$ cat src/rtl/sssp_pkg.sv
// shared constants, types and helpers for the shortest path block
`timescale 1ns / 1ps

package sssp_pkg;

  localparam int MAX_NODES = 16;
  localparam int NODE_W    = 4;
  localparam int COST_W    = 14;
  localparam int CNT_W     = 5;
  localparam int ADDR_W    = 2 * NODE_W;

  localparam logic [COST_W-1:0] NO_PATH_COST     = 14'd9999;
  localparam logic [CNT_W-1:0]  NODE_COUNT_RESET = 5'd16;

  // action codes of an input transaction
  localparam logic ACT_LOAD = 1'b0;
  localparam logic ACT_RUN  = 1'b1;

  typedef logic [NODE_W-1:0] node_t;
  typedef logic [COST_W-1:0] cost_t;
  typedef logic [CNT_W-1:0]  count_t;

  // commands from the controller to the datapath
  typedef struct packed {
    logic  load_wr;
    logic  start;
    logic  init_rd;
    logic  relax_rd;
    logic  scan_en;
    logic  scan_first;
    logic  pick_en;
    logic  out_load;
    logic  out_last;
    node_t idx;
  } sssp_cmd_t;

  // status from the datapath to the controller
  typedef struct packed {
    node_t n_last;
    node_t src;
    logic  src_ok;
    logic  found;
    logic  out_free;
  } sssp_stat_t;

  // zero and oversized weights mean no edge
  function automatic cost_t edge_cost(cost_t w);
    if (w == '0 || w >= NO_PATH_COST) begin
      return NO_PATH_COST;
    end
    return w;
  endfunction

  // highest node index in use, node count clamped to 2..MAX_NODES
  function automatic node_t last_node(count_t cnt);
    if (cnt < count_t'(2)) begin
      return node_t'(1);
    end
    if (cnt > count_t'(MAX_NODES)) begin
      return node_t'(MAX_NODES - 1);
    end
    return node_t'(cnt - count_t'(1));
  endfunction

endpackage

$ cat src/rtl/sssp_if.sv
// valid/ready channel interfaces for input and result transactions
`timescale 1ns / 1ps

interface sssp_in_if;
  logic                         valid;
  logic                         ready;
  logic                         action;
  logic [sssp_pkg::NODE_W-1:0]  edge_row;
  logic [sssp_pkg::NODE_W-1:0]  edge_col;
  logic [sssp_pkg::COST_W-1:0]  edge_weight;
  logic [sssp_pkg::NODE_W-1:0]  source_node;

  modport source (output valid, action, edge_row, edge_col, edge_weight, source_node,
                  input ready);
  modport sink (input valid, action, edge_row, edge_col, edge_weight, source_node,
                output ready);
endinterface

interface sssp_out_if;
  logic                         valid;
  logic                         ready;
  logic [sssp_pkg::NODE_W-1:0]  node_index;
  logic [sssp_pkg::COST_W-1:0]  path_cost;
  logic [sssp_pkg::NODE_W-1:0]  predecessor;
  logic                         reachable;
  logic                         last;

  modport source (output valid, node_index, path_cost, predecessor, reachable, last,
                  input ready);
  modport sink (input valid, node_index, path_cost, predecessor, reachable, last,
                output ready);
endinterface

$ cat src/rtl/single_source_shortest_paths_top.sv
// top level of the dense-matrix shortest path engine
//
// Input channel in_ch carries two kinds of transaction. A load (action 0)
// writes one edge weight into the 16x16 weight memory and is taken with no
// result. A run (action 1) names the source node; the engine then computes
// shortest distances to every node in use and sends one result transaction
// per node other than the source on out_ch, in ascending node order, with
// last set on the final one. A run whose source is not below the node count
// gives no results.
// cfg_we/cfg_wdata write the node count register (reset 16, clamped to 2..16).
// A run has an initialisation pass over the nodes in use, then per visited
// node a minimum scan, a pick step, a relaxation pass and a settle step,
// and then the result pass, one result per node in use but the source. Its
// length is set by the single read port of the weight memory and the
// one-node-per-cycle scan.
// in_ch is ready only while the engine is idle; a run ends when its last
// result is in the output register, so the next transaction can be taken
// while it waits.
// A stalled receiver holds the result register and pauses result emission.
// Reset (rst, synchronous) returns to idle, empties the output and sets the
// node count to 16; the weight memory keeps whatever it held.
`timescale 1ns / 1ps

module single_source_shortest_paths_top (
  input  logic                        clk,
  input  logic                        rst,
  sssp_in_if.sink                     in_ch,
  sssp_out_if.source                  out_ch,
  input  logic                        cfg_we,
  input  logic [sssp_pkg::CNT_W-1:0]  cfg_wdata
);

  sssp_pkg::sssp_cmd_t  cmd;
  sssp_pkg::sssp_stat_t stat;

  // sequencer
  sssp_ctrl u_ctrl (
    .clk       (clk),
    .rst       (rst),
    .in_valid  (in_ch.valid),
    .in_ready  (in_ch.ready),
    .in_action (in_ch.action),
    .stat      (stat),
    .cmd       (cmd)
  );

  // storage and arithmetic
  sssp_datapath u_datapath (
    .clk         (clk),
    .rst         (rst),
    .cmd         (cmd),
    .stat        (stat),
    .cfg_we      (cfg_we),
    .cfg_wdata   (cfg_wdata),
    .edge_row    (in_ch.edge_row),
    .edge_col    (in_ch.edge_col),
    .edge_weight (in_ch.edge_weight),
    .source_node (in_ch.source_node),
    .out_valid   (out_ch.valid),
    .out_ready   (out_ch.ready),
    .node_index  (out_ch.node_index),
    .path_cost   (out_ch.path_cost),
    .predecessor (out_ch.predecessor),
    .reachable   (out_ch.reachable),
    .last        (out_ch.last)
  );

endmodule

$ cat src/rtl/sssp_datapath.sv
// weight memory, distance tables, minimum scan and result register
`timescale 1ns / 1ps

module sssp_datapath (
  input  logic                          clk,
  input  logic                          rst,
  input  sssp_pkg::sssp_cmd_t           cmd,
  output sssp_pkg::sssp_stat_t          stat,
  input  logic                          cfg_we,
  input  logic [sssp_pkg::CNT_W-1:0]    cfg_wdata,
  input  logic [sssp_pkg::NODE_W-1:0]   edge_row,
  input  logic [sssp_pkg::NODE_W-1:0]   edge_col,
  input  logic [sssp_pkg::COST_W-1:0]   edge_weight,
  input  logic [sssp_pkg::NODE_W-1:0]   source_node,
  output logic                          out_valid,
  input  logic                          out_ready,
  output logic [sssp_pkg::NODE_W-1:0]   node_index,
  output logic [sssp_pkg::COST_W-1:0]   path_cost,
  output logic [sssp_pkg::NODE_W-1:0]   predecessor,
  output logic                          reachable,
  output logic                          last
);

  logic [sssp_pkg::COST_W-1:0] weight_mem [2**sssp_pkg::ADDR_W];
  logic [sssp_pkg::COST_W-1:0] rd_data;
  logic [sssp_pkg::ADDR_W-1:0] rd_addr;

  sssp_pkg::cost_t  best [sssp_pkg::MAX_NODES];
  sssp_pkg::node_t  prev [sssp_pkg::MAX_NODES];
  logic [sssp_pkg::MAX_NODES-1:0] done;

  sssp_pkg::count_t node_count;
  sssp_pkg::node_t  n_last;
  sssp_pkg::node_t  src;
  sssp_pkg::node_t  pick;
  sssp_pkg::cost_t  mind;
  logic             found;

  logic             pend_init;
  logic             pend_relax;
  sssp_pkg::node_t  idx_d;

  sssp_pkg::node_t  tab_addr;
  sssp_pkg::cost_t  tab_best;
  logic             tab_done;
  sssp_pkg::cost_t  wcost;
  logic [sssp_pkg::COST_W:0] relax_sum;
  sssp_pkg::cost_t  scan_limit;
  logic             scan_hit;

  // node count register
  always_ff @(posedge clk) begin
    if (rst) begin
      node_count <= sssp_pkg::NODE_COUNT_RESET;
    end else if (cfg_we) begin
      node_count <= cfg_wdata;
    end
  end

  assign n_last = sssp_pkg::last_node(node_count);

  // weight memory, one write and one registered read port
  assign rd_addr = {(cmd.init_rd ? src : pick), cmd.idx};

  always_ff @(posedge clk) begin
    if (cmd.load_wr) begin
      weight_mem[{edge_row, edge_col}] <= edge_weight;
    end
    rd_data <= weight_mem[rd_addr];
  end

  // pending read bookkeeping
  always_ff @(posedge clk) begin
    if (rst) begin
      pend_init  <= 1'b0;
      pend_relax <= 1'b0;
    end else begin
      pend_init  <= cmd.init_rd;
      pend_relax <= cmd.relax_rd;
    end
  end

  always_ff @(posedge clk) begin
    idx_d <= cmd.idx;
  end

  // single read port of the distance and visited tables, shared by apply and scan/output
  assign tab_addr  = (pend_init || pend_relax) ? idx_d : cmd.idx;
  assign tab_best  = best[tab_addr];
  assign tab_done  = done[tab_addr];
  assign wcost     = sssp_pkg::edge_cost(rd_data);
  assign relax_sum = {1'b0, mind} + {1'b0, wcost};

  // run source capture
  always_ff @(posedge clk) begin
    if (cmd.start) begin
      src <= source_node;
    end
  end

  // distance and predecessor updates
  always_ff @(posedge clk) begin
    if (pend_init) begin
      best[idx_d] <= (idx_d == src) ? '0 : wcost;
      prev[idx_d] <= src;
    end else if (pend_relax && !tab_done && relax_sum < {1'b0, tab_best}) begin
      best[idx_d] <= relax_sum[sssp_pkg::COST_W-1:0];
      prev[idx_d] <= pick;
    end
  end

  // visited marks
  always_ff @(posedge clk) begin
    if (rst) begin
      done <= '0;
    end else if (pend_init) begin
      done[idx_d] <= (idx_d == src);
    end else if (cmd.pick_en) begin
      done[pick] <= 1'b1;
    end
  end

  // nearest unvisited node scan, lowest index wins ties
  assign scan_limit = cmd.scan_first ? sssp_pkg::NO_PATH_COST : mind;
  assign scan_hit   = !tab_done && (tab_best < scan_limit);

  always_ff @(posedge clk) begin
    if (cmd.scan_en) begin
      if (scan_hit) begin
        mind  <= tab_best;
        pick  <= cmd.idx;
        found <= 1'b1;
      end else if (cmd.scan_first) begin
        mind  <= sssp_pkg::NO_PATH_COST;
        pick  <= '0;
        found <= 1'b0;
      end
    end
  end

  // result register
  always_ff @(posedge clk) begin
    if (rst) begin
      out_valid <= 1'b0;
    end else if (cmd.out_load) begin
      out_valid <= 1'b1;
    end else if (out_ready) begin
      out_valid <= 1'b0;
    end
  end

  always_ff @(posedge clk) begin
    if (cmd.out_load) begin
      node_index  <= cmd.idx;
      path_cost   <= tab_best;
      predecessor <= prev[cmd.idx];
      reachable   <= (tab_best < sssp_pkg::NO_PATH_COST);
      last        <= cmd.out_last;
    end
  end

  // status to the controller
  always_comb begin
    stat          = '0;
    stat.n_last   = n_last;
    stat.src      = src;
    stat.src_ok   = (source_node <= n_last);
    stat.found    = found;
    stat.out_free = !out_valid || out_ready;
  end

endmodule

$ cat src/rtl/sssp_ctrl.sv
// run sequencer: initialise, scan, relax and result emission
`timescale 1ns / 1ps

module sssp_ctrl (
  input  logic                  clk,
  input  logic                  rst,
  input  logic                  in_valid,
  output logic                  in_ready,
  input  logic                  in_action,
  input  sssp_pkg::sssp_stat_t  stat,
  output sssp_pkg::sssp_cmd_t   cmd
);

  localparam logic [2:0] S_IDLE   = 3'd0;
  localparam logic [2:0] S_INIT   = 3'd1;
  localparam logic [2:0] S_SETTLE = 3'd2;
  localparam logic [2:0] S_SCAN   = 3'd3;
  localparam logic [2:0] S_PICK   = 3'd4;
  localparam logic [2:0] S_RELAX  = 3'd5;
  localparam logic [2:0] S_OUT    = 3'd6;

  logic [2:0]       state, state_next;
  sssp_pkg::node_t  idx, idx_next;
  sssp_pkg::count_t round, round_next;
  logic             at_end;

  // state registers
  always_ff @(posedge clk) begin
    if (rst) begin
      state <= S_IDLE;
      idx   <= '0;
      round <= '0;
    end else begin
      state <= state_next;
      idx   <= idx_next;
      round <= round_next;
    end
  end

  assign at_end   = (idx == stat.n_last);
  assign in_ready = (state == S_IDLE);

  // next state and datapath commands
  always_comb begin
    state_next = state;
    idx_next   = idx;
    round_next = round;
    cmd        = '0;
    cmd.idx    = idx;
    unique case (state)
      S_IDLE: begin
        if (in_valid) begin
          if (in_action == sssp_pkg::ACT_LOAD) begin
            cmd.load_wr = 1'b1;
          end else if (stat.src_ok) begin
            cmd.start  = 1'b1;
            state_next = S_INIT;
            idx_next   = '0;
            round_next = sssp_pkg::count_t'(1);
          end
        end
      end
      S_INIT: begin
        cmd.init_rd = 1'b1;
        if (at_end) begin
          state_next = S_SETTLE;
        end else begin
          idx_next = idx + sssp_pkg::node_t'(1);
        end
      end
      S_SETTLE: begin
        idx_next = '0;
        if (round <= {1'b0, stat.n_last}) begin
          state_next = S_SCAN;
        end else begin
          state_next = S_OUT;
        end
      end
      S_SCAN: begin
        cmd.scan_en    = 1'b1;
        cmd.scan_first = (idx == '0);
        if (at_end) begin
          state_next = S_PICK;
        end else begin
          idx_next = idx + sssp_pkg::node_t'(1);
        end
      end
      S_PICK: begin
        idx_next = '0;
        if (stat.found) begin
          cmd.pick_en = 1'b1;
          round_next  = round + sssp_pkg::count_t'(1);
          state_next  = S_RELAX;
        end else begin
          state_next = S_OUT;
        end
      end
      S_RELAX: begin
        cmd.relax_rd = 1'b1;
        if (at_end) begin
          state_next = S_SETTLE;
        end else begin
          idx_next = idx + sssp_pkg::node_t'(1);
        end
      end
      S_OUT: begin
        // the source node gives no result and is stepped over
        if (idx == stat.src || stat.out_free) begin
          cmd.out_load = (idx != stat.src);
          cmd.out_last = at_end ||
                         ((idx + sssp_pkg::node_t'(1)) == stat.n_last &&
                          stat.src == stat.n_last);
          if (at_end) begin
            state_next = S_IDLE;
          end else begin
            idx_next = idx + sssp_pkg::node_t'(1);
          end
        end
      end
      default: begin
        state_next = S_IDLE;
      end
    endcase
  end

endmodule

$ cat src/flat_wrapper.sv
// flat-port wrapper written by rule: the top's interface ports become plain ports
module single_source_shortest_paths_top_flat 
  (clk, rst, cfg_we, cfg_wdata, in_ch_valid, in_ch_action, in_ch_edge_row, in_ch_edge_col, in_ch_edge_weight, in_ch_source_node, in_ch_ready, out_ch_valid, out_ch_node_index, out_ch_path_cost, out_ch_predecessor, out_ch_reachable, out_ch_last, out_ch_ready);
  sssp_in_if in_ch_i ();
  sssp_out_if out_ch_i ();
  input  logic clk;
  input  logic rst;
  input  logic cfg_we;
  input  logic [sssp_pkg::CNT_W-1:0] cfg_wdata;
  input wire logic [$bits(in_ch_i.valid)-1:0] in_ch_valid;
  input wire logic [$bits(in_ch_i.action)-1:0] in_ch_action;
  input wire logic [$bits(in_ch_i.edge_row)-1:0] in_ch_edge_row;
  input wire logic [$bits(in_ch_i.edge_col)-1:0] in_ch_edge_col;
  input wire logic [$bits(in_ch_i.edge_weight)-1:0] in_ch_edge_weight;
  input wire logic [$bits(in_ch_i.source_node)-1:0] in_ch_source_node;
  output wire logic [$bits(in_ch_i.ready)-1:0] in_ch_ready;
  output wire logic [$bits(out_ch_i.valid)-1:0] out_ch_valid;
  output wire logic [$bits(out_ch_i.node_index)-1:0] out_ch_node_index;
  output wire logic [$bits(out_ch_i.path_cost)-1:0] out_ch_path_cost;
  output wire logic [$bits(out_ch_i.predecessor)-1:0] out_ch_predecessor;
  output wire logic [$bits(out_ch_i.reachable)-1:0] out_ch_reachable;
  output wire logic [$bits(out_ch_i.last)-1:0] out_ch_last;
  input wire logic [$bits(out_ch_i.ready)-1:0] out_ch_ready;
  assign in_ch_i.valid = in_ch_valid;
  assign in_ch_i.action = in_ch_action;
  assign in_ch_i.edge_row = in_ch_edge_row;
  assign in_ch_i.edge_col = in_ch_edge_col;
  assign in_ch_i.edge_weight = in_ch_edge_weight;
  assign in_ch_i.source_node = in_ch_source_node;
  assign in_ch_ready = in_ch_i.ready;
  assign out_ch_valid = out_ch_i.valid;
  assign out_ch_node_index = out_ch_i.node_index;
  assign out_ch_path_cost = out_ch_i.path_cost;
  assign out_ch_predecessor = out_ch_i.predecessor;
  assign out_ch_reachable = out_ch_i.reachable;
  assign out_ch_last = out_ch_i.last;
  assign out_ch_i.ready = out_ch_ready;
  single_source_shortest_paths_top u_core (.clk(clk), .rst(rst), .in_ch(in_ch_i), .out_ch(out_ch_i), .cfg_we(cfg_we), .cfg_wdata(cfg_wdata));
endmodule
$ cat config.mk
export PLATFORM = sky130hd
export DESIGN_NAME = single_source_shortest_paths_top_flat
export DESIGN_NICKNAME = d
export VERILOG_FILES = /design/src/rtl/sssp_pkg.sv /design/src/rtl/sssp_if.sv /design/src/rtl/single_source_shortest_paths_top.sv /design/src/rtl/sssp_datapath.sv /design/src/rtl/sssp_ctrl.sv /design/src/flat_wrapper.sv
export SDC_FILE = /design/constraint.sdc
export NUM_CORES = 2
export LEC_CHECK = 0
export BUFFER_PORTS_ARGS = -buffer_cell sky130_fd_sc_hd__clkbuf_2
export CAP_MARGIN = 20
export CORE_MARGIN = 4
export CORE_UTILIZATION = 32
export CTS_CLUSTER_DIAMETER = 100
export DETAILED_ROUTE_END_ITERATION = 10
export GPL_TIMING_DRIVEN = 0
export SLEW_MARGIN = 20
export SYNTH_ARGS = -nofsm -noshare
export SYNTH_HDL_FRONTEND = slang
export SYNTH_SLANG_ARGS = --single-unit
$ cat constraint.sdc
create_clock -name clk -period 18.95 [get_ports clk]
set_clock_uncertainty 0.2 [all_clocks]
set_input_delay 1.895 -clock clk [delete_from_list [all_inputs] [get_ports clk]]
set_output_delay 1.895 -clock clk [all_outputs]
set_load 0.02 [all_outputs]
==> results_dict.tcl <==
set metrics [dict create \
    die_w_um 703.3 \
    drt_pass1_iterations 6 \
    synth_seq_area_share_pct 76.78 \
    dp_hpwl_um 289600 \
    die_area_sq_um 494600 \
    criticalPathCategory "reg2reg" \
    nNetsFinal 7619 \
    grt_setup_unrepaired "false" \
    holdCritPathClass "reg2reg" \
    fin_cells 14290 \
    initial_utilization_pct 32.09 \
    ys_types 73 \
    ff_latch_area_sq_um 118800 \
    worst_pin_slew_ps 1266 \
    setup_viol 0 \
    fin_crit_ps 8020 \
    cts_tree "done" \
    hold_end "u_core.u_datapath.idx_d[2]$_DFF_P_" \
    dp.cells 13550 \
    r2r-end "u_core.u_datapath.best[6][7]$_DFFE_PP_" \
    ys_async_sr_fraction_pct 0 \
    worstHoldStart "u_core.u_ctrl.idx[2]$_SDFFE_PP0P_" \
    area_growth_pct 16.38 \
    pwr-share-comb_pct 13.6 \
    synth_adder_area_share_pct 0.4157 \
    max-cap-violations 0 \
    io_pins 63 \
    synthesis.nets 6976 \
    synth_simple_gate_area_share_pct 2.451 \
    avgSynthCellArea_sq_um 22.45 \
    multi_input_area_sq_um 35110 \
    grt_max_degree 110 \
    final_common_cell "edfxtp_1" \
    num_vias 76740 \
    whs_ps 250.3 \
    synthXorXnorAreaFrac_pct 0.1529 \
    status "finished, final reports clean" \
    routed_wirelength_um 430400 \
    n_fill_cell 42940 \
    root_buffer "clkbuf_16" \
    drtIter0Drc 10130 \
    seq_power_share_pct 48.2 \
    synth_area_sq_um 154700 \
    max_stage_delay_ps 740 \
    viasPerCell 5.370 \
    max_clock_freq_mhz 124.7 \
    synth-main-ff-cell "edfxtp_1" \
    final_cell_mix "3,919 x edfxtp_1, 1,195 x mux4_2, 406 x clkbuf_16, 286 x nand2_1, 263 x clkbuf_1" \
    grt_pass1_wl_um 599600 \
    cts_made_buffers 400 \
    fp.dieH_um 703.3 \
    relSlewSlack_pct 15.07 \
    cp.required_ps 19310 \
    path_max_fanout 18 \
    ys_top_cells_by_area "edfxtp_1 76%, mux4_2 17%, nor2_1 0.86%" \
    cts-resized-gates 0 \
    path_clk_slew_ps 60 \
    cp-start-kind "flip-flop" \
    stdcell_area_sq_um 180000 \
    ir_drop_v 0.00008713 \
    synth_top_cell_area_share_pct 76.08 \
    hold_buffers 0 \
    switching_share_pct 24.89 \
    grtUsageTotal_pct 17.04 \
    p_switching_uw 5080 \
    clock_path_buffers 4 \
    antenna_found_initial 22 \
    synth_top_family_by_area "multiplexers" \
    grt_overflow 0 \
    drtAntennaViolNets 0 \
    synth-edff-count 3919 \
    crit_buf_inv 2 \
    clkSinkCount 3973 \
    wl_per_cell_um 30.12 \
    drive_above_1_share_pct 31.49 \
    yosys_warnings 0 \
    synthMuxAreaShare_pct 17.73 \
    dpl_cell_area_sq_um 167100 \
    routabilityCongestion 0.9489 \
    finalHoldViolations 0 \
    r2r_cells 26 \
    p_int_uw 15330 \
    yosys.area.top_type "edfxtp_1" \
    insertion_delay_ps 980 \
    synth_cells 6889 \
    htree_levels 5 \
    clock_power_share_pct 38.1 \
    min_period_over_period_pct 42.32 \
    route.detailed.drc 0 \
    crit_path_end_kind "flip-flop" \
    grt_pass1_vias 76020 \
    drv_slew 0 \
    crit_family "simple AND/OR/NAND/NOR gates" \
    cellLeakagePower_uw 0.05401 \
    io_buffers 60 \
    crit_slowest_cell "nor2_4" \
    rows 255 \
    ys_ff_latch 3973 \
    synth_compound_area_share_pct 1.331 \
    cp.arrival_ps 8380 \
    rrSetupSlack_ps 10930 \
    dpl_worst_slack_ps 10790 \
    core_sq_um 482100 \
    power_density_nw_per_um2 113.4 \
    hold_path_depth 0 \
    rr_startpoint "u_core.u_datapath.rd_data[5]$_DFF_P_" \
    setup-tns-final_ps 0 \
    cts_setup_buffers 0 \
    fin_ws_ps 10930 \
]
==> worst max-delay path by stage <==
stage | from | to | cells past startpoint
finish | u_core.u_datapath.rd_data[5]$_DFF_P_ | u_core.u_datapath.best[6][7]$_DFFE_PP_ | 26
floorplan | u_core.u_datapath.rd_data[5]$_DFF_P_ | u_core.u_datapath.best[0][13]$_DFFE_PP_ | 27
CTS | u_core.u_datapath.rd_data[5]$_DFF_P_ | u_core.u_datapath.best[6][6]$_DFFE_PP_ | 26
detailed placement | u_core.u_datapath.rd_data[5]$_DFF_P_ | u_core.u_datapath.best[1][1]$_DFFE_PP_ | 28
global route | u_core.u_datapath.rd_data[5]$_DFF_P_ | u_core.u_datapath.best[4][2]$_DFFE_PP_ | 26
global placement | u_core.u_datapath.rd_data[5]$_DFF_P_ | u_core.u_datapath.best[1][6]$_DFFE_PP_ | 26
==> worst reg2reg max path: cells and delay by family, from the launching register on <==
family	cells	cell delay [ps]
and+or+nand+nor	12	2800
AOI/OAI and AO/OA	8	2520
adders and majority gates	4	1190
buffers and inverters	2	480
DFF	1	420
==> power groups by stage <==
stage	Combinational (uW)	Clock (uW)	Sequential [uW]
after floorplan	1650	0	10000
after global placement	2660	0	10100
after detailed placement	2760	0	10000
after CTS	2770	7890	9840
after global routing	2930	8270	9840
final	2780	7790	9840
==> synthesized netlist by cell type, types with 13 or more instances <==
master    count
a211oi_1     71
a21o_1       13
a21oi_1      34
a311oi_1     16
a31oi_1      41
and2_1       42
and3_1       15
buf_1        84
buf_2        75
clkbuf_1    217
dfxtp_1      54
edfxtp_1   3919
ha_1         49
inv_1        38
mux2i_1      34
mux4_2     1195
nand2_1     294
nand2b_1     16
nand3_1      58
nor2_1      355
nor2b_1      15
nor3_1       38
o211ai_1     33
o21ai_0      32
xnor2_1      17
==> state kept, by name, indices dropped and copies added (netlist names), 3 cells and up <==
| signal | count |
|---|---|
| u_core.u_datapath.predecessor | 4 |
| u_core.u_datapath.mind | 14 |
| u_core.u_ctrl.round | 5 |
| u_core.u_datapath.src | 4 |
| u_core.u_datapath.done | 16 |
| u_core.u_datapath.idx_d | 4 |
| u_core.u_datapath.node_count | 5 |
| u_core.u_datapath.pick | 4 |
| u_core.u_datapath.node_index | 4 |
| u_core.u_ctrl.state | 3 |
| u_core.u_datapath.rd_data | 14 |
| u_core.u_datapath.weight_mem | 3584 |
| u_core.u_datapath.path_cost | 14 |
| u_core.u_datapath.prev | 64 |
| u_core.u_ctrl.idx | 4 |
| u_core.u_datapath.best | 224 |
==> area by class of cell <==
| class | instances | share of cell area [%] |
|---|---|---|
| multi-input combinational | 2490 | 19.50 |
| clock buffer | 488 | 5.831 |
| antenna | 8 | 0.01112 |
| inverter | 39 | 0.08132 |
| tap | 6425 | 4.466 |
| buffer | 387 | 0.9452 |
| sequential | 3973 | 65.97 |
| clock inverter | 241 | 1.294 |
| timing repair buffer | 241 | 1.895 |
==> per-stage QoR <==
step	total power [uW]	util, %
final	20410	37.34
after global routing	21040	37.34
after CTS	20500	37.32
after detailed placement	12790	34.66
after global placement	12730	33.82
after floorplan	11660	-
==> routing by layer <==
metal / GRT usage, % / vias to the layer above / share of wire, %
li1: - / 30520 / -
met1: 23.26 / 41590 / 40
met2: 27.07 / 3948 / 47
met3: 3.981 / 687 / 9.7
met4: 5.329 / 8 / 3.5
met5: 0.2308 / - / 0.047
==> logic make-up after synthesis <==
group / after synthesis
flops: 3973
xor+xnor: 27
simple gates: 876
mux: 1244
fa+ha+maj: 51
buf+inv: 426
compound gates: 292
Power figures use the tool's default switching activity.
